==> config.mk <==
export PLATFORM = sky130hd
export DESIGN_NAME = dda_line_rasterizer
export DESIGN_NICKNAME = d
export VERILOG_FILES = /design/src/hw/rtl/dda_pkg.sv /design/src/hw/rtl/dda_line_rasterizer.sv /design/src/hw/rtl/dda_front.sv /design/src/hw/rtl/dda_queue.sv /design/src/hw/rtl/dda_div.sv /design/src/hw/rtl/dda_back.sv
export SDC_FILE = /design/constraint.sdc
export NUM_CORES = 1
export LEC_CHECK = 0
export BUFFER_PORTS_ARGS = -buffer_cell sky130_fd_sc_hd__buf_2
export CAP_MARGIN = 20
export CORE_ASPECT_RATIO = 1.4
export CORE_MARGIN = 3
export CORE_UTILIZATION = 50
export CTS_BUF_LIST = sky130_fd_sc_hd__clkbuf_8
export DETAILED_ROUTE_END_ITERATION = 10
export PLACE_DENSITY = 0.67
export SLEW_MARGIN = 20
export SYNTH_ARGS = -nofsm -noshare
export SYNTH_HDL_FRONTEND = slang
export SYNTH_SLANG_ARGS = --single-unit
export TNS_END_PERCENT = 5
==> constraint.sdc <==
create_clock -name aclk -period 10 [get_ports aclk]
set_input_delay 0 -clock aclk [delete_from_list [all_inputs] [get_ports aclk]]
set_output_delay 0 -clock aclk [all_outputs]
set_load 0.03 [all_outputs]
==> src/hw/rtl/dda_pkg.sv <==
// Shared types and constants for the DDA line rasterizer.
package dda_pkg;

    localparam int COORD_BITS_DEF = 10;
    localparam int FRAC_BITS_DEF  = 16;
    localparam int QUEUE_DEPTH    = 2;

    typedef enum logic {
        KIND_LOAD  = 1'b0,
        KIND_PIXEL = 1'b1
    } item_kind_t;

    typedef enum logic {
        BK_RUN = 1'b0,
        BK_DIV = 1'b1
    } back_state_t;

    typedef struct packed {
        logic full;
        logic empty;
    } q_status_t;

endpackage

==> src/hw/rtl/dda_line_rasterizer.sv <==
// Top level of the DDA line rasterizer: front end, queue and back end.
//
// Input stream (s_): s_tuser is the mode. Mode 0 loads a line from s_tdata
// (start_x, start_y, end_x, end_y from the low bits up) and emits nothing.
// Mode 1 requests the next pixel of the loaded line; with no line active it
// is consumed and emits nothing.
// Output stream (m_): m_tdata carries pixel_x, pixel_y from the low bits up;
// m_tlast marks the final one of the steps+1 pixels of a line.
// Throughput: pixel requests run at one per clock while the output register is
// free and no load is in the divider. A load holds the back end while the shared
// restoring divider forms both increments, one quotient bit per cycle.
// A pixel request passes the queue register, then the output register, on its
// way to m_.
// A two-entry queue separates input acceptance from execution, so s_tready
// stays high while the back end is busy until the queue fills.
// When m_tready is low the pixel holds in the output register; further
// requests wait in the queue and then back-pressure s_tready.
// Reset (aresetn low, synchronous) empties the queue, drops any line in
// progress and clears m_tvalid.
module dda_line_rasterizer #(
    parameter int COORD_BITS = dda_pkg::COORD_BITS_DEF,
    parameter int FRAC_BITS  = dda_pkg::FRAC_BITS_DEF,
    parameter int IN_W       = ((4 * COORD_BITS + 7) / 8) * 8,
    parameter int OUT_W      = ((2 * COORD_BITS + 7) / 8) * 8
) (
    input  logic              aclk,
    input  logic              aresetn,
    input  logic              s_tvalid,
    output logic              s_tready,
    input  logic [IN_W-1:0]   s_tdata,   // start_x, start_y, end_x, end_y
    input  logic              s_tuser,   // mode
    output logic              m_tvalid,
    input  logic              m_tready,
    output logic [OUT_W-1:0]  m_tdata,   // pixel_x, pixel_y
    output logic              m_tlast    // last_pixel
);
    import dda_pkg::*;

    localparam int ENTRY_W = 5 * COORD_BITS + 3;

    q_status_t              q_status;
    logic                   q_push, q_pop;
    logic [ENTRY_W-1:0]     q_in, q_head;
    logic [COORD_BITS-1:0]  pixel_x, pixel_y;

    dda_front #(
        .COORD_BITS (COORD_BITS),
        .IN_W       (IN_W),
        .ENTRY_W    (ENTRY_W)
    ) u_front (
        .s_tvalid (s_tvalid),
        .s_tready (s_tready),
        .s_tdata  (s_tdata),
        .s_tuser  (s_tuser),
        .q_status (q_status),
        .q_push   (q_push),
        .q_entry  (q_in)
    );

    dda_queue #(
        .WIDTH (ENTRY_W)
    ) u_queue (
        .aclk      (aclk),
        .aresetn   (aresetn),
        .push      (q_push),
        .push_data (q_in),
        .pop       (q_pop),
        .head_data (q_head),
        .status    (q_status)
    );

    dda_back #(
        .COORD_BITS (COORD_BITS),
        .FRAC_BITS  (FRAC_BITS),
        .ENTRY_W    (ENTRY_W)
    ) u_back (
        .aclk       (aclk),
        .aresetn    (aresetn),
        .q_entry    (q_head),
        .q_status   (q_status),
        .q_pop      (q_pop),
        .m_valid    (m_tvalid),
        .m_ready    (m_tready),
        .pixel_x    (pixel_x),
        .pixel_y    (pixel_y),
        .last_pixel (m_tlast)
    );

    assign m_tdata = OUT_W'({pixel_y, pixel_x});

endmodule

==> src/hw/rtl/dda_front.sv <==
// Front end: accepts input transactions, classifies them and precomputes line deltas.
module dda_front #(
    parameter int COORD_BITS = dda_pkg::COORD_BITS_DEF,
    parameter int IN_W       = ((4 * COORD_BITS + 7) / 8) * 8,
    parameter int ENTRY_W    = 5 * COORD_BITS + 3
) (
    input  logic                  s_tvalid,
    output logic                  s_tready,
    input  logic [IN_W-1:0]       s_tdata,   // start_x, start_y, end_x, end_y
    input  logic                  s_tuser,   // mode
    input  dda_pkg::q_status_t    q_status,
    output logic                  q_push,
    output logic [ENTRY_W-1:0]    q_entry
);
    import dda_pkg::*;

    localparam int C = COORD_BITS;

    logic [C-1:0]        start_x, start_y, end_x, end_y;
    logic signed [C:0]   dx, dy;
    logic [C:0]          dx_abs, dy_abs;
    logic [C-1:0]        mag_x, mag_y, steps;
    logic                neg_x, neg_y;
    item_kind_t          kind;

    always_comb begin
        start_x = s_tdata[0     +: C];
        start_y = s_tdata[C     +: C];
        end_x   = s_tdata[2 * C +: C];
        end_y   = s_tdata[3 * C +: C];
        dx      = $signed({1'b0, end_x}) - $signed({1'b0, start_x});
        dy      = $signed({1'b0, end_y}) - $signed({1'b0, start_y});
        neg_x   = dx[C];
        neg_y   = dy[C];
        dx_abs  = neg_x ? (-dx) : dx;
        dy_abs  = neg_y ? (-dy) : dy;
        mag_x   = dx_abs[C-1:0];
        mag_y   = dy_abs[C-1:0];
        steps   = (mag_x > mag_y) ? mag_x : mag_y;
        kind    = s_tuser ? KIND_PIXEL : KIND_LOAD;
    end

    assign s_tready = !q_status.full;
    assign q_push   = s_tvalid && !q_status.full;
    assign q_entry  = {logic'(kind), start_x, start_y, mag_x, mag_y, neg_x, neg_y, steps};

endmodule

==> src/hw/rtl/dda_queue.sv <==
// Short register FIFO between the front end and the back end.
module dda_queue #(
    parameter int WIDTH = 8
) (
    input  logic               aclk,
    input  logic               aresetn,
    input  logic               push,
    input  logic [WIDTH-1:0]   push_data,
    input  logic               pop,
    output logic [WIDTH-1:0]   head_data,
    output dda_pkg::q_status_t status
);
    import dda_pkg::*;

    localparam int DEPTH = QUEUE_DEPTH;
    localparam int PTR_W = (DEPTH > 1) ? $clog2(DEPTH) : 1;
    localparam int CNT_W = $clog2(DEPTH + 1);

    logic [WIDTH-1:0] mem_reg [DEPTH];
    logic [PTR_W-1:0] wr_ptr_reg, wr_ptr_next;
    logic [PTR_W-1:0] rd_ptr_reg, rd_ptr_next;
    logic [CNT_W-1:0] count_reg, count_next;
    logic             do_push, do_pop;

    assign status.full  = (count_reg == CNT_W'(DEPTH));
    assign status.empty = (count_reg == '0);
    assign do_push      = push && !status.full;
    assign do_pop       = pop && !status.empty;
    assign head_data    = mem_reg[rd_ptr_reg];

    always_comb begin
        wr_ptr_next = wr_ptr_reg;
        rd_ptr_next = rd_ptr_reg;
        count_next  = count_reg;
        if (do_push) begin
            wr_ptr_next = (wr_ptr_reg == PTR_W'(DEPTH - 1)) ? '0 : wr_ptr_reg + 1'b1;
        end
        if (do_pop) begin
            rd_ptr_next = (rd_ptr_reg == PTR_W'(DEPTH - 1)) ? '0 : rd_ptr_reg + 1'b1;
        end
        if (do_push && !do_pop) begin
            count_next = count_reg + 1'b1;
        end else if (do_pop && !do_push) begin
            count_next = count_reg - 1'b1;
        end
    end

    always_ff @(posedge aclk) begin
        if (!aresetn) begin
            wr_ptr_reg <= '0;
            rd_ptr_reg <= '0;
            count_reg  <= '0;
        end else begin
            wr_ptr_reg <= wr_ptr_next;
            rd_ptr_reg <= rd_ptr_next;
            count_reg  <= count_next;
        end
    end

    always_ff @(posedge aclk) begin
        if (do_push) begin
            mem_reg[wr_ptr_reg] <= push_data;
        end
    end

    a_count_bound: assert property (@(posedge aclk) disable iff (!aresetn)
        count_reg <= CNT_W'(DEPTH))
        else $error("queue count above depth");

    a_push_full: assert property (@(posedge aclk) disable iff (!aresetn)
        (status.full && !pop) |=> (count_reg == CNT_W'(DEPTH)))
        else $error("queue count changed while full and not popped");

endmodule

==> src/hw/rtl/dda_div.sv <==
// Radix-2 restoring divider producing both signed per-step increments.
module dda_div #(
    parameter int COORD_BITS = dda_pkg::COORD_BITS_DEF,
    parameter int FRAC_BITS  = dda_pkg::FRAC_BITS_DEF
) (
    input  logic                         aclk,
    input  logic                         aresetn,
    input  logic                         start,
    input  logic [COORD_BITS-1:0]        divisor,
    input  logic [COORD_BITS-1:0]        mag_x,
    input  logic [COORD_BITS-1:0]        mag_y,
    input  logic                         neg_x,
    input  logic                         neg_y,
    output logic                         done,
    output logic signed [FRAC_BITS+1:0]  step_x,
    output logic signed [FRAC_BITS+1:0]  step_y
);
    import dda_pkg::*;

    localparam int C   = COORD_BITS;
    localparam int F   = FRAC_BITS;
    localparam int RW  = C + 1;
    localparam int QW  = F + 1;
    localparam int SW  = F + 2;
    localparam int CW  = $clog2(F + 1);

    logic          busy_reg, busy_next;
    logic          done_reg, done_next;
    logic [CW-1:0] cnt_reg, cnt_next;
    logic [RW-1:0] rem_x_reg, rem_x_next, rem_y_reg, rem_y_next;
    logic [QW-1:0] q_x_reg, q_x_next, q_y_reg, q_y_next;
    logic [C-1:0]  div_reg, div_next;
    logic          neg_x_reg, neg_x_next, neg_y_reg, neg_y_next;
    logic          zero_reg, zero_next;

    logic [RW-1:0] dv, r2_x, r2_y;
    logic          ge_x, ge_y, ge0_x, ge0_y;
    logic [SW-1:0] qe_x, qe_y;

    always_comb begin
        dv    = {1'b0, div_reg};
        r2_x  = {rem_x_reg[C-1:0], 1'b0};
        r2_y  = {rem_y_reg[C-1:0], 1'b0};
        ge_x  = (r2_x >= dv);
        ge_y  = (r2_y >= dv);
        ge0_x = (mag_x >= divisor);
        ge0_y = (mag_y >= divisor);

        busy_next  = busy_reg;
        done_next  = 1'b0;
        cnt_next   = cnt_reg;
        rem_x_next = rem_x_reg;
        rem_y_next = rem_y_reg;
        q_x_next   = q_x_reg;
        q_y_next   = q_y_reg;
        div_next   = div_reg;
        neg_x_next = neg_x_reg;
        neg_y_next = neg_y_reg;
        zero_next  = zero_reg;

        if (start) begin
            busy_next  = 1'b1;
            cnt_next   = CW'(F);
            div_next   = divisor;
            neg_x_next = neg_x;
            neg_y_next = neg_y;
            zero_next  = (divisor == '0);
            rem_x_next = ge0_x ? ({1'b0, mag_x} - {1'b0, divisor}) : {1'b0, mag_x};
            rem_y_next = ge0_y ? ({1'b0, mag_y} - {1'b0, divisor}) : {1'b0, mag_y};
            q_x_next   = QW'(ge0_x);
            q_y_next   = QW'(ge0_y);
        end else if (busy_reg) begin
            rem_x_next = ge_x ? (r2_x - dv) : r2_x;
            rem_y_next = ge_y ? (r2_y - dv) : r2_y;
            q_x_next   = {q_x_reg[QW-2:0], ge_x};
            q_y_next   = {q_y_reg[QW-2:0], ge_y};
            cnt_next   = cnt_reg - 1'b1;
            if (cnt_reg == CW'(1)) begin
                busy_next = 1'b0;
                done_next = 1'b1;
            end
        end
    end

    always_ff @(posedge aclk) begin
        if (!aresetn) begin
            busy_reg <= 1'b0;
            done_reg <= 1'b0;
            cnt_reg  <= '0;
        end else begin
            busy_reg <= busy_next;
            done_reg <= done_next;
            cnt_reg  <= cnt_next;
        end
    end

    always_ff @(posedge aclk) begin
        rem_x_reg <= rem_x_next;
        rem_y_reg <= rem_y_next;
        q_x_reg   <= q_x_next;
        q_y_reg   <= q_y_next;
        div_reg   <= div_next;
        neg_x_reg <= neg_x_next;
        neg_y_reg <= neg_y_next;
        zero_reg  <= zero_next;
    end

    // zero divisor only happens with zero deltas: both increments are zero
    assign qe_x   = {1'b0, q_x_reg};
    assign qe_y   = {1'b0, q_y_reg};
    assign step_x = zero_reg ? '0 : (neg_x_reg ? $signed(-qe_x) : $signed(qe_x));
    assign step_y = zero_reg ? '0 : (neg_y_reg ? $signed(-qe_y) : $signed(qe_y));
    assign done   = done_reg;

endmodule

==> src/hw/rtl/dda_back.sv <==
// Back end: runs line loads through the divider and steps out pixels.
module dda_back #(
    parameter int COORD_BITS = dda_pkg::COORD_BITS_DEF,
    parameter int FRAC_BITS  = dda_pkg::FRAC_BITS_DEF,
    parameter int ENTRY_W    = 5 * COORD_BITS + 3
) (
    input  logic                   aclk,
    input  logic                   aresetn,
    input  logic [ENTRY_W-1:0]     q_entry,
    input  dda_pkg::q_status_t     q_status,
    output logic                   q_pop,
    output logic                   m_valid,
    input  logic                   m_ready,
    output logic [COORD_BITS-1:0]  pixel_x,
    output logic [COORD_BITS-1:0]  pixel_y,
    output logic                   last_pixel
);
    import dda_pkg::*;

    localparam int C  = COORD_BITS;
    localparam int F  = FRAC_BITS;
    localparam int PW = C + F + 1;
    localparam int SW = F + 2;

    back_state_t           state_reg, state_next;
    logic signed [PW-1:0]  pos_x_reg, pos_x_next, pos_y_reg, pos_y_next;
    logic signed [SW-1:0]  step_x_reg, step_x_next, step_y_reg, step_y_next;
    logic [C:0]            left_reg, left_next;
    logic                  active_reg, active_next;
    logic                  m_valid_reg, m_valid_next;
    logic [C-1:0]          px_reg, px_next, py_reg, py_next;
    logic                  last_reg, last_next;

    item_kind_t            head_kind;
    logic [C-1:0]          e_start_x, e_start_y, e_mag_x, e_mag_y, e_steps;
    logic                  e_neg_x, e_neg_y;
    logic                  out_free, emit, load, div_start, div_done;
    logic signed [SW-1:0]  div_step_x, div_step_y;

    always_comb begin
        e_steps   = q_entry[0 +: C];
        e_neg_y   = q_entry[C];
        e_neg_x   = q_entry[C + 1];
        e_mag_y   = q_entry[C + 2     +: C];
        e_mag_x   = q_entry[2 * C + 2 +: C];
        e_start_y = q_entry[3 * C + 2 +: C];
        e_start_x = q_entry[4 * C + 2 +: C];
        head_kind = item_kind_t'(q_entry[ENTRY_W-1]);
    end

    dda_div #(
        .COORD_BITS (C),
        .FRAC_BITS  (F)
    ) u_div (
        .aclk    (aclk),
        .aresetn (aresetn),
        .start   (div_start),
        .divisor (e_steps),
        .mag_x   (e_mag_x),
        .mag_y   (e_mag_y),
        .neg_x   (e_neg_x),
        .neg_y   (e_neg_y),
        .done    (div_done),
        .step_x  (div_step_x),
        .step_y  (div_step_y)
    );

    assign out_free = !m_valid_reg || m_ready;

    always_comb begin
        state_next = state_reg;
        unique case (state_reg)
            BK_RUN: begin
                if (!q_status.empty && head_kind == KIND_LOAD) begin
                    state_next = BK_DIV;
                end
            end
            BK_DIV: begin
                if (div_done) begin
                    state_next = BK_RUN;
                end
            end
            default: state_next = BK_RUN;
        endcase
    end

    always_comb begin
        q_pop     = 1'b0;
        emit      = 1'b0;
        load      = 1'b0;
        div_start = 1'b0;
        unique case (state_reg)
            BK_RUN: begin
                if (!q_status.empty) begin
                    if (head_kind == KIND_LOAD) begin
                        q_pop     = 1'b1;
                        load      = 1'b1;
                        div_start = 1'b1;
                    end else if (!active_reg) begin
                        q_pop = 1'b1;
                    end else if (out_free) begin
                        q_pop = 1'b1;
                        emit  = 1'b1;
                    end
                end
            end
            BK_DIV: begin
            end
            default: begin
            end
        endcase
    end

    always_comb begin
        pos_x_next   = pos_x_reg;
        pos_y_next   = pos_y_reg;
        step_x_next  = step_x_reg;
        step_y_next  = step_y_reg;
        left_next    = left_reg;
        active_next  = active_reg;
        px_next      = px_reg;
        py_next      = py_reg;
        last_next    = last_reg;
        m_valid_next = m_ready ? 1'b0 : m_valid_reg;

        if (load) begin
            pos_x_next  = $signed({1'b0, e_start_x, {F{1'b0}}});
            pos_y_next  = $signed({1'b0, e_start_y, {F{1'b0}}});
            left_next   = {1'b0, e_steps} + 1'b1;
            active_next = 1'b1;
        end
        if (div_done) begin
            step_x_next = div_step_x;
            step_y_next = div_step_y;
        end
        if (emit) begin
            px_next      = pos_x_reg[F +: C];
            py_next      = pos_y_reg[F +: C];
            last_next    = (left_reg == (C + 1)'(1));
            m_valid_next = 1'b1;
            pos_x_next   = pos_x_reg + {{(PW - SW){step_x_reg[SW-1]}}, step_x_reg};
            pos_y_next   = pos_y_reg + {{(PW - SW){step_y_reg[SW-1]}}, step_y_reg};
            left_next    = left_reg - 1'b1;
            if (left_reg == (C + 1)'(1)) begin
                active_next = 1'b0;
            end
        end
    end

    always_ff @(posedge aclk) begin
        if (!aresetn) begin
            state_reg   <= BK_RUN;
            pos_x_reg   <= '0;
            pos_y_reg   <= '0;
            step_x_reg  <= '0;
            step_y_reg  <= '0;
            left_reg    <= '0;
            active_reg  <= 1'b0;
            m_valid_reg <= 1'b0;
        end else begin
            state_reg   <= state_next;
            pos_x_reg   <= pos_x_next;
            pos_y_reg   <= pos_y_next;
            step_x_reg  <= step_x_next;
            step_y_reg  <= step_y_next;
            left_reg    <= left_next;
            active_reg  <= active_next;
            m_valid_reg <= m_valid_next;
        end
    end

    always_ff @(posedge aclk) begin
        px_reg   <= px_next;
        py_reg   <= py_next;
        last_reg <= last_next;
    end

    assign m_valid    = m_valid_reg;
    assign pixel_x    = px_reg;
    assign pixel_y    = py_reg;
    assign last_pixel = last_reg;

    a_pop_nonempty: assert property (@(posedge aclk) disable iff (!aresetn)
        q_pop |-> !q_status.empty)
        else $error("pop from empty queue");

    a_done_in_div: assert property (@(posedge aclk) disable iff (!aresetn)
        div_done |-> (state_reg == BK_DIV))
        else $error("divider finished outside of a load");

    a_last_ends_line: assert property (@(posedge aclk) disable iff (!aresetn)
        (emit && left_reg == (C + 1)'(1)) |=> (!active_reg && last_pixel))
        else $error("line still active after its last pixel");

    a_no_emit_in_div: assert property (@(posedge aclk) disable iff (!aresetn)
        (state_reg == BK_DIV) |-> !emit)
        else $error("pixel emitted while a load is in the divider");

endmodule

* Word level (Yosys, flattened, before mapping)
Memory sizes are Yosys's and may differ from the RTL's. A register that Yosys moved wholly into a read port is not among the register bits. Cells that the tools add are included. W data, S select, Z words.
Word-level totals: flip-flop bits (word level) 203, RAM bits 106, input port bits 45, output and inout port bits 27, logic and storage cells 140, memories kept 1
Operators by class: add/sub/neg operators 19, magnitude comparators 5, eq/ne operators 3, muxes and demuxes 60, bitwise logic cells 4, reductions and logical operators 20
Memories:
- u_queue.mem_reg | words 2, width 53, rd ports 1, clocked after Yosys merged registers in 1, write ports 1, line dda_queue.sv:19 | logic [WIDTH-1:0] mem_reg [DEPTH];
Operator list (number):
- $mux W10 | 11
- $mux W27 | 4
- $mux W18 | 4
- $add A27 B27 Y27 | 2
- $sub A10 B10 Y10 | 4
- $neg A17 Y18 | 2
- $mux W1 | 34
- $ge A11 B10 Y1 | 2
- $mux W11 | 2
- $sub A10 B10 Y11 | 2
- $ge A10 B10 Y1 | 2
- $neg A10 Y10 | 2
- $add A10 B1 Y11 const B | 1
- $eq A11 B1 Y1 const B | 1
- $sub A11 B1 Y11 const B | 1
- $gt A10 B10 Y1 | 1
- $logic_not A10 Y1 | 1
- $mux W5 | 2
- $reduce_bool A2 Y1 | 4
- $logic_and A1 B1 Y1 | 6
- $eq A5 B1 Y1 const B | 1
- $logic_not A1 Y1 | 5
- $sub A5 B1 Y5 const B | 1
- $mux W2 | 2
- other kinds (10) | 14

* Logic depth before layout (Yosys ltp)
Gate-level depths: netlist of the first run.
depth in word-level cells 11, depth in mapped cells 22

* Modules after synthesis
From an unflattened synthesis of the first run, not the netlist that was laid out.
Unflattened totals: cells, all modules 1944, area, all modules 19205.9 um2
Modules (own cells, without submodules):
- dda_back | times used 1, cells each 846, area each 7469.7 um2, sequential area each 2672.6 um2
- dda_div | times used 1, cells each 658, area each 5871.9 um2, sequential area each 1831.8 um2
- dda_queue | times used 1, cells each 190, area each 4056.4 um2, sequential area each 3283.1 um2
- dda_front | times used 1, cells each 245, area each 1774.2 um2, sequential area each 0.0 um2
- dda_line_rasterizer | times used 1, cells each 5, area each 33.8 um2, sequential area each 0.0 um2

* Least setup slack after synthesis of the first run
Ideal clock, no wire load.
path type input to register, start in s_tdata[20], end mem u_queue.mem_reg[0][1] (netlist name), data pin, data arrival time 3.576 ns, slack 6.147 ns, stages 20, buffers on the path 1, cell sequence inv_1 -> ha_1 -> inv_1 -> fa_1 -> a21o_1 -> a21oi_1 -> xnor2_1 -> a211o_1 -> or3b_4 -> o31ai_4 -> xor2_1 -> inv_1 -> ha_1 -> nand4_1 -> nor2_1 -> nand3_1 -> o221ai_1 -> o21a_1 -> clkbuf_1 -> o21ai_0
On the way: word-level cells in the longest chain between the ends 5
Ends and longest elaborated chain:
- start: declaration | line dda_line_rasterizer.sv:30 | input logic [IN_W-1:0] s_tdata,
- $sub A10 B10 Y11 (*) | line dda_front.sv:31 | dx = $signed({1'b0, end_x}) - $signed({1'b0, start_x});
- $neg A10 Y10 | line dda_front.sv:35 | dx_abs = neg_x ? (-dx) : dx;
- $mux W10 (*) | line dda_front.sv:35
- named net q_in[31] | line dda_line_rasterizer.sv:43 | logic [ENTRY_W-1:0] q_in, q_head;
- $gt A10 B10 Y1 (*) | line dda_front.sv:39 | steps = (mag_x > mag_y) ? mag_x : mag_y;
- $mux W10 (*) | line dda_front.sv:39
- named net q_in[1] | line dda_line_rasterizer.sv:43
- end: declaration | line dda_queue.sv:19
Mark *: on every way through the listed nets, which the timed path passes. The rest lies on a longest branch.

==> results of run 1 <==
## worst max-delay path by stage
stage	startpoint	to	slack [ns]	cells past startpoint
2_1_floorplan	s_tdata[20]	u_queue.mem_reg[0][1]	6.15	20
3_3_place_gp	s_tdata[20]	u_queue.mem_reg[0][1]	5.65	20
3_5_place_dp	s_tdata[20]	u_queue.mem_reg[0][1]	5.59	20
4_1_cts	flop	u_back.u_div.rem_y_reg[1]	5.65	12
5_1_grt	flop	u_back.u_div.rem_y_reg[1]	5.28	13
6_report	flop	u_back.u_div.rem_y_reg[1]	5.63	12
## critical path, delay by kind of cell (launching register included)
kind / cells / cell delay, ns
compound gates: 6 / 1.62
buf+inv: 1 / 0.65
simple gates: 2 / 0.23
flops: 1 / 0.31
fa+ha+maj: 1 / 0.39
mux: 2 / 0.96
## Yosys cell counts (all sizes together), types with 30 or more instances
| master | number |
|---|---|
| nor2b | 33 |
| nor2 | 130 |
| o21ai | 110 |
| inv | 134 |
| clkbuf | 48 |
| buf | 30 |
| xnor2 | 74 |
| mux2i | 92 |
| o22ai | 45 |
| nand2 | 96 |
| edfxtp | 162 |
| a21oi | 114 |
| nor3 | 30 |
| and2 | 66 |
| nand3 | 56 |
| dfxtp | 146 |
| xor2 | 60 |
| ha | 131 |
## final cells by class
class / instances / area, sq um / area share, %
multi-input cells: 1364 / 9720 / 47.9
flip-flops and latches: 308 / 7790 / 38.4
clock buffers: 59 / 812 / 4.00
repair buffers: 105 / 686 / 3.38
well taps: 462 / 578 / 2.85
inverters: 134 / 503 / 2.48
clock inverters: 32 / 205 / 1.01
diodes: 1 / 2.50 / 0.0123
## where the power goes
part,internal [W],switching [W]
Clock,0.000591,0.000511
Combinational,0.00105,0.00154
Sequential,0.00170,0.000165
Total,0.00333,0.00222
## kinds of logic (layout without fill, tap and decap cells)
logic type	after synthesis	count (layout)	share of synthesized area [%]
and+or+nand+nor	515	515	14.2
AOI/OAI and AO/OA	455	455	16.0
DFF	308	308	42.5
buffers and inverters	212	330	4.51
adders and majority gates	139	139	9.83
xor gates and xnor gates	134	134	6.41
muxes	117	117	6.57
other	1	5	0.0205
## cells in the final DEF (no fill, tap or decap), drive strengths merged, types with 10 or more instances in the layout
cell type	n
nor4	11
o21ai	110
and2	66
xnor2	74
dfxtp	146
a21o	27
a21oi	114
o21a	20
nand2	96
o221ai	10
o22ai	45
a21boi	22
nand3	56
nor2	130
a211oi	26
o21bai	12
buf	79
nor2b	33
nor3	30
mux2	25
o31ai	17
edfxtp	162
ha	131
or3	14
clkbuf	59
nand2b	19
inv	154
mux2i	92
xor2	60
nand4	22
dlygate4sd3	26
## per-stage QoR
stage | cell area [sq um] | setup WS [ns] | util (%) | total power (W) | std cells
floorplan | 18300 | 6.15 | - | 0.00385 | 1884
global placement | 19000 | 5.65 | 52.8 | 0.00441 | 2347
detailed placement | 19000 | 5.59 | 52.8 | 0.00446 | 2347
CTS | 20300 | 5.65 | 56.4 | 0.00559 | 2464
global route | 20300 | 5.28 | 56.4 | 0.00596 | 2464
finish | 20300 | 5.63 | 56.4 | 0.00555 | 2465
## layer usage
metal  GRT usage [%]  part of all wire [%]
met5               0                     0
met4            8.52                   3.7
met3            3.13                   2.9
met2            39.6                    52
met1            24.9                    42
==> results.toml, run 1 <==
[cts]
insertion_delay_ns = 0.61
hold_buffers = 26
cts_buffers = 50
clk_path_buf_depth = 3
tritoncts = "built"
ctsResizeCount = 0
post_cts_buffers = 0
htree_levels = 2
clock_sinks = 308
clkSlewWorstSetupHoldPaths_ns = 0.06
ctsRootBufferMaster = "clkbuf_8"

[timing]
tightest_slew_ns = 1.06
timing.final.crit_share_pct = 43.7
fmax_mhz = 229
holdWs_ns = 0.0337
fin_skew_ns = 0.0272
finalHoldViolCount = 0
setup_viol = 0
final-max-slew-violation-count = 0
finalCriticalPeriod_ns = 4.37
max_slew_margin_pct = 29.1
rsz0062_at_grt = "no"
fin_setup_tns_ns = 0

[detailed_routing]
antenna_left = 0
first_iter_violations = 705
via_count = 13900
drc = 0
wl_per_cell_um = 17.4
drt_pass1_iterations = 5
wirelength_mm = 42.9
routed_via_density = 5.66

[cells_and_area]
final_layout_size_suffix_gt1_share_pct = 10.2
largest_reg_flops = 106
fin_nets = 2147
areaGrowthSynthToFinish_pct = 10.9
nFillCells = 3185

[global_route]
antenna_found_initial = 0
grt_max_degree = 77
grt.overflow.total = 0
track_usage_pct = 21.5
grt_pass1_vias = 13800
grt_pass1_wl_mm = 68.4

[pwr]
ir_drop_v = 0.000149
leakage_nw = 8.32
power_density_mw_per_mm2 = 273

[status]
status = "finished, final reports clean"

[setup_path]
r2r_slack_ns = 5.63
worstPathMaxFanout = 53
r2r_end = "u_back.u_div.rem_y_reg[1]"
worstPathRequired_ns = 10.42
startpoint_type = "flop"
critPathSlowestCell = "a31oi_2"
cpMostUsedCell = "mux2i_1"
endpoint_kind = "flop"
worstSetupPathType = "reg2reg"
slowest_delay_ns = 0.73
r2r_cells = 12
arrival_ns = 4.79
crit_chain = "buf_4, mux2i_1, ha_1, nor2b_1, o21ai_1, a21boi_1, o21ai_0, a21oi_1, a31oi_2, mux2i_1, nor2_1, a311oi_1"

[synthesis]
ys_seq_area_share_pct = 42.5
ys_ff_latch = 308
synth_edf_count = 162
syn-cell-area_sq_mm = 0.0183
avgSynthCellArea_sq_um = 9.73
synth_ff_type = "edfxtp_1"
syn-instance-count = 1881
synth_top_area_share_pct = 26.6
ys_warn_count = 0
synth_area_leader_cell = "edfxtp_1"
synth_cell_type_count = 79
synth_area_leaders = "edfxtp_1 (27%), dfxtp_1 (16%), ha_1 (9.0%)"
async_flop_share_pct = 0

[placement]
portBuffers = 67
place_congestion = 0.877
hpwl_mm = 30.7

[floorplan]
die_area_sq_mm = 0.0390
die_h_um = 232
ios = 72
initial_core_util_pct = 50.8
rows = 82
coreArea_sq_mm = 0.0360
die_w_um = 168

[hold_path]
hold_path.class = "in2reg"
whs_path_depth = 4
hp-start = "s_tdata[30]"
hold_path_end = "u_queue.mem_reg[0][0]"

[flow_run]
maxCapViolCount = 0
No activity file was read; power rests on OpenSTA's default activity.
==> inputs of run 2 (changes only) <==
ABC_AREA = 1   (was default)
PLACE_DENSITY = 0.69   (was 0.67)
clock period = 3.75 ns   (was 10 ns; I/O delays follow)
==> run 2 against run 1 <==
  * Register-to-register slack worse by 5.3 ns
  * Die area is 5.7% higher
  * Global-route usage is 3.6 points higher
  * Clock skew is 0.0092 ns lower
  * Synthesized area is 5.8% higher
  * Clock-buffer cell count is 1 higher
  * Combinational power grew to 2.9 times the previous value
  * Wire length is 22% higher
  * Sequential share of layout area is 2.4 points lower
  * First-iteration DRC count is 44% higher
  * Largest cell class unchanged
  * Largest power group unchanged
==> results.toml, run 2 <==
[placement]
hpwl_mm = 39.5
dp_slack_ns = 0.0177
place_congestion = 0.998
portBuffers = 67

[cells_and_area]
fin_util_pct = 57.0
areaGrowthSynthToFinish_pct = 11.7
largest_reg_flops = 106
final_layout_size_suffix_gt1_share_pct = 9.04
final_cell_mix = "nand2_1 (591), a21oi_1 (298), inv_1 (287), nor2_1 (230), o21ai_0 (182)"
layout_commonest_cell = "nand2_1"
nFillCells = 3620
fin_nets = 2844

[floorplan]
die_h_um = 239
ios = 72
die_area_sq_mm = 0.0412
initial_core_util_pct = 51.1
rows = 84
coreArea_sq_mm = 0.0379
die_w_um = 172

[detailed_routing]
first_iter_violations = 1013
drc = 0
via_count = 17300
drt_pass1_iterations = 6
routed_via_density = 5.39
antenna_left = 0
wl_per_cell_um = 16.3
wirelength_mm = 52.4

[setup_path]
critPathCapture = "u_queue.mem_reg[0][7]"
crit_chain = "dlygate4sd3_1, buf_2, ha_1, inv_1, fa_1, nand3_1, nand3_1, nand3_1, nand2_1, nand2_1, nand2_2, a21oi_4, buf_4, nor2_1, a21oi_1, ha_1, a21oi_1, o21ai_0, nand2_1, o211ai_1, nand2_2, clkinvlp_4, nand3_1, o21ai_0"
crit_family = "buffers and inverters"
path_depth = 24
cp-startpoint = "s_tdata[0]"
worstPathMaxFanout = 11
worstSetupPathType = "in2reg"
cpMostUsedCell = "nand3_1"
startpoint_type = "primary input"
worstPathRequired_ns = 4.07
crit_buf_inv = 5
r2r_slack_ns = 0.32
r2r_end = "u_back.u_div.rem_x_reg[2]"
slowest_delay_ns = 0.52
critPathSlowestCell = "dlygate4sd3_1"
arrival_ns = 3.84
r2r_cells = 12
endpoint_kind = "flop"

[timing]
fin_skew_ns = 0.0181
max_slew_margin_pct = 38.8
fmax_mhz = 284
worst_slack_ns = 0.233
finalHoldViolCount = 0
fin_setup_tns_ns = 0
tightest_slew_ns = 0.908
setup_viol = 0
rsz0062_at_grt = "no"
finalCriticalPeriod_ns = 3.52
timing.final.crit_share_pct = 93.8
final-max-slew-violation-count = 0
holdWs_ns = 0.0575

[synthesis]
synth_ff_type = "edfxtp_1"
synth_area_leader_cell = "edfxtp_1"
synth_top_area_share_pct = 25.1
synth_most_common_cell = "nand2_1"
ys_ff_latch = 308
syn-cell-area_sq_mm = 0.0194
synth_common_cells = "nand2_1 (592), a21oi_1 (298), inv_1 (274)"
ys_warn_count = 0
syn-instance-count = 2549
synth_cell_type_count = 54
ys_seq_area_share_pct = 40.2
synth_area_leaders = "edfxtp_1 (25%), dfxtp_1 (15%), nand2_1 (11%)"
avgSynthCellArea_sq_um = 7.60
async_flop_share_pct = 0
synth_edf_count = 162

[status]
status = "finished, final reports clean"

[global_route]
antenna_found_initial = 2
grt_max_degree = 69
grt_pass1_vias = 16800
grt_pass1_wl_mm = 82.9
grt.overflow.total = 0
track_usage_pct = 25.1

[cts]
tritoncts = "built"
post_cts_buffers = 0
clock_sinks = 308
cts_buffers = 50
htree_levels = 2
clk_path_buf_depth = 3
clkSlewWorstSetupHoldPaths_ns = 0.06
ctsRootBufferMaster = "clkbuf_8"
insertion_delay_ns = 0.60

[flow_run]
maxCapViolCount = 0

[hold_path]
whs_path_depth = 4
hold_path.class = "in2reg"

[pwr]
ir_drop_v = 0.000361
power_density_mw_per_mm2 = 723
leakage_nw = 9.62
[run 2: cells by family (layout without fill, tap and decap cells)]
family                   after synthesis  count (layout)  share of synthesized area (%)
multiplexers                          11              11                          0.568
adder cells (fa/ha/maj)              139             139                           9.28
other                                  1               5                         0.0194
flip-flops                           308             308                           40.2
AND/OR/NAND/NOR                     1102            1102                           24.1
XOR/XNOR                              45              45                           2.03
buffers and inverters                363             511                           7.76
AO/OA/AOI/OAI                        580             580                           16.0
[run 2: stage by stage]
step           power (W)  cells  cell area, sq um
6_report          0.0156   3217             21600
5_1_grt           0.0169   3217             21600
4_1_cts           0.0157   3215             21600
3_5_place_dp      0.0124   3097             20300
3_3_place_gp      0.0122   3097             20300
2_1_floorplan     0.0105   2552             19400
[run 2: how the worst min path moves through the flow]
stage,end,slack (ns),startpoint
after floorplan,u_queue.mem_reg[0][32],0.1,s_tdata[10]
after global placement,u_queue.mem_reg[0][43],0.20,s_tdata[1]
after detailed placement,u_queue.mem_reg[1][43],0.21,s_tdata[1]
after CTS,u_queue.mem_reg[0][11],0.04,s_tdata[28]
after global routing,u_queue.mem_reg[1][12],0.08,s_tdata[30]
final,u_queue.mem_reg[1][12],0.06,s_tdata[30]
[run 2: timing repair]
action / CTS / global route
endpoints found under the setup margin: 0 / 14
gates resized for setup: 0 / 6
hold buffers: 26 / 0
endpoints found under the hold margin: 107 / 0
[run 2: routing by layer]
metal / GRT usage [%] / part of all wire, %
met1: 28.0 / 39
met2: 46.3 / 52
met3: 3.29 / 3.8
met4: 12.3 / 5.3
met5: 0 / 0.025
[run 2: layout make-up]
class,instances,area [sq um],area share (%)
Antenna cell,1,2.50,0.0116
Clock buffer,60,826,3.82
Clock inverter,32,269,1.24
Inverter,285,1080,4.98
Multi-Input combinational cell,1881,10100,46.8
Sequential cell,308,7790,36.0
Tap cell,516,646,2.98
Timing Repair Buffer,133,896,4.14
Timing Repair inverter,1,7.51,0.0347
[run 2: where the power goes]
| part | internal (W) | switching [W] |
|---|---|---|
| sequential | 0.00452 | 0.000431 |
| combinational | 0.00258 | 0.00492 |
| clock | 0.00180 | 0.00140 |
| total | 0.00890 | 0.00675 |
[run 2: tightest hold or removal path, stage by stage]
cell and delay, ns:
buf_2 0.09, inv_1 0.04, ha_1 0.14, inv_1 0.15
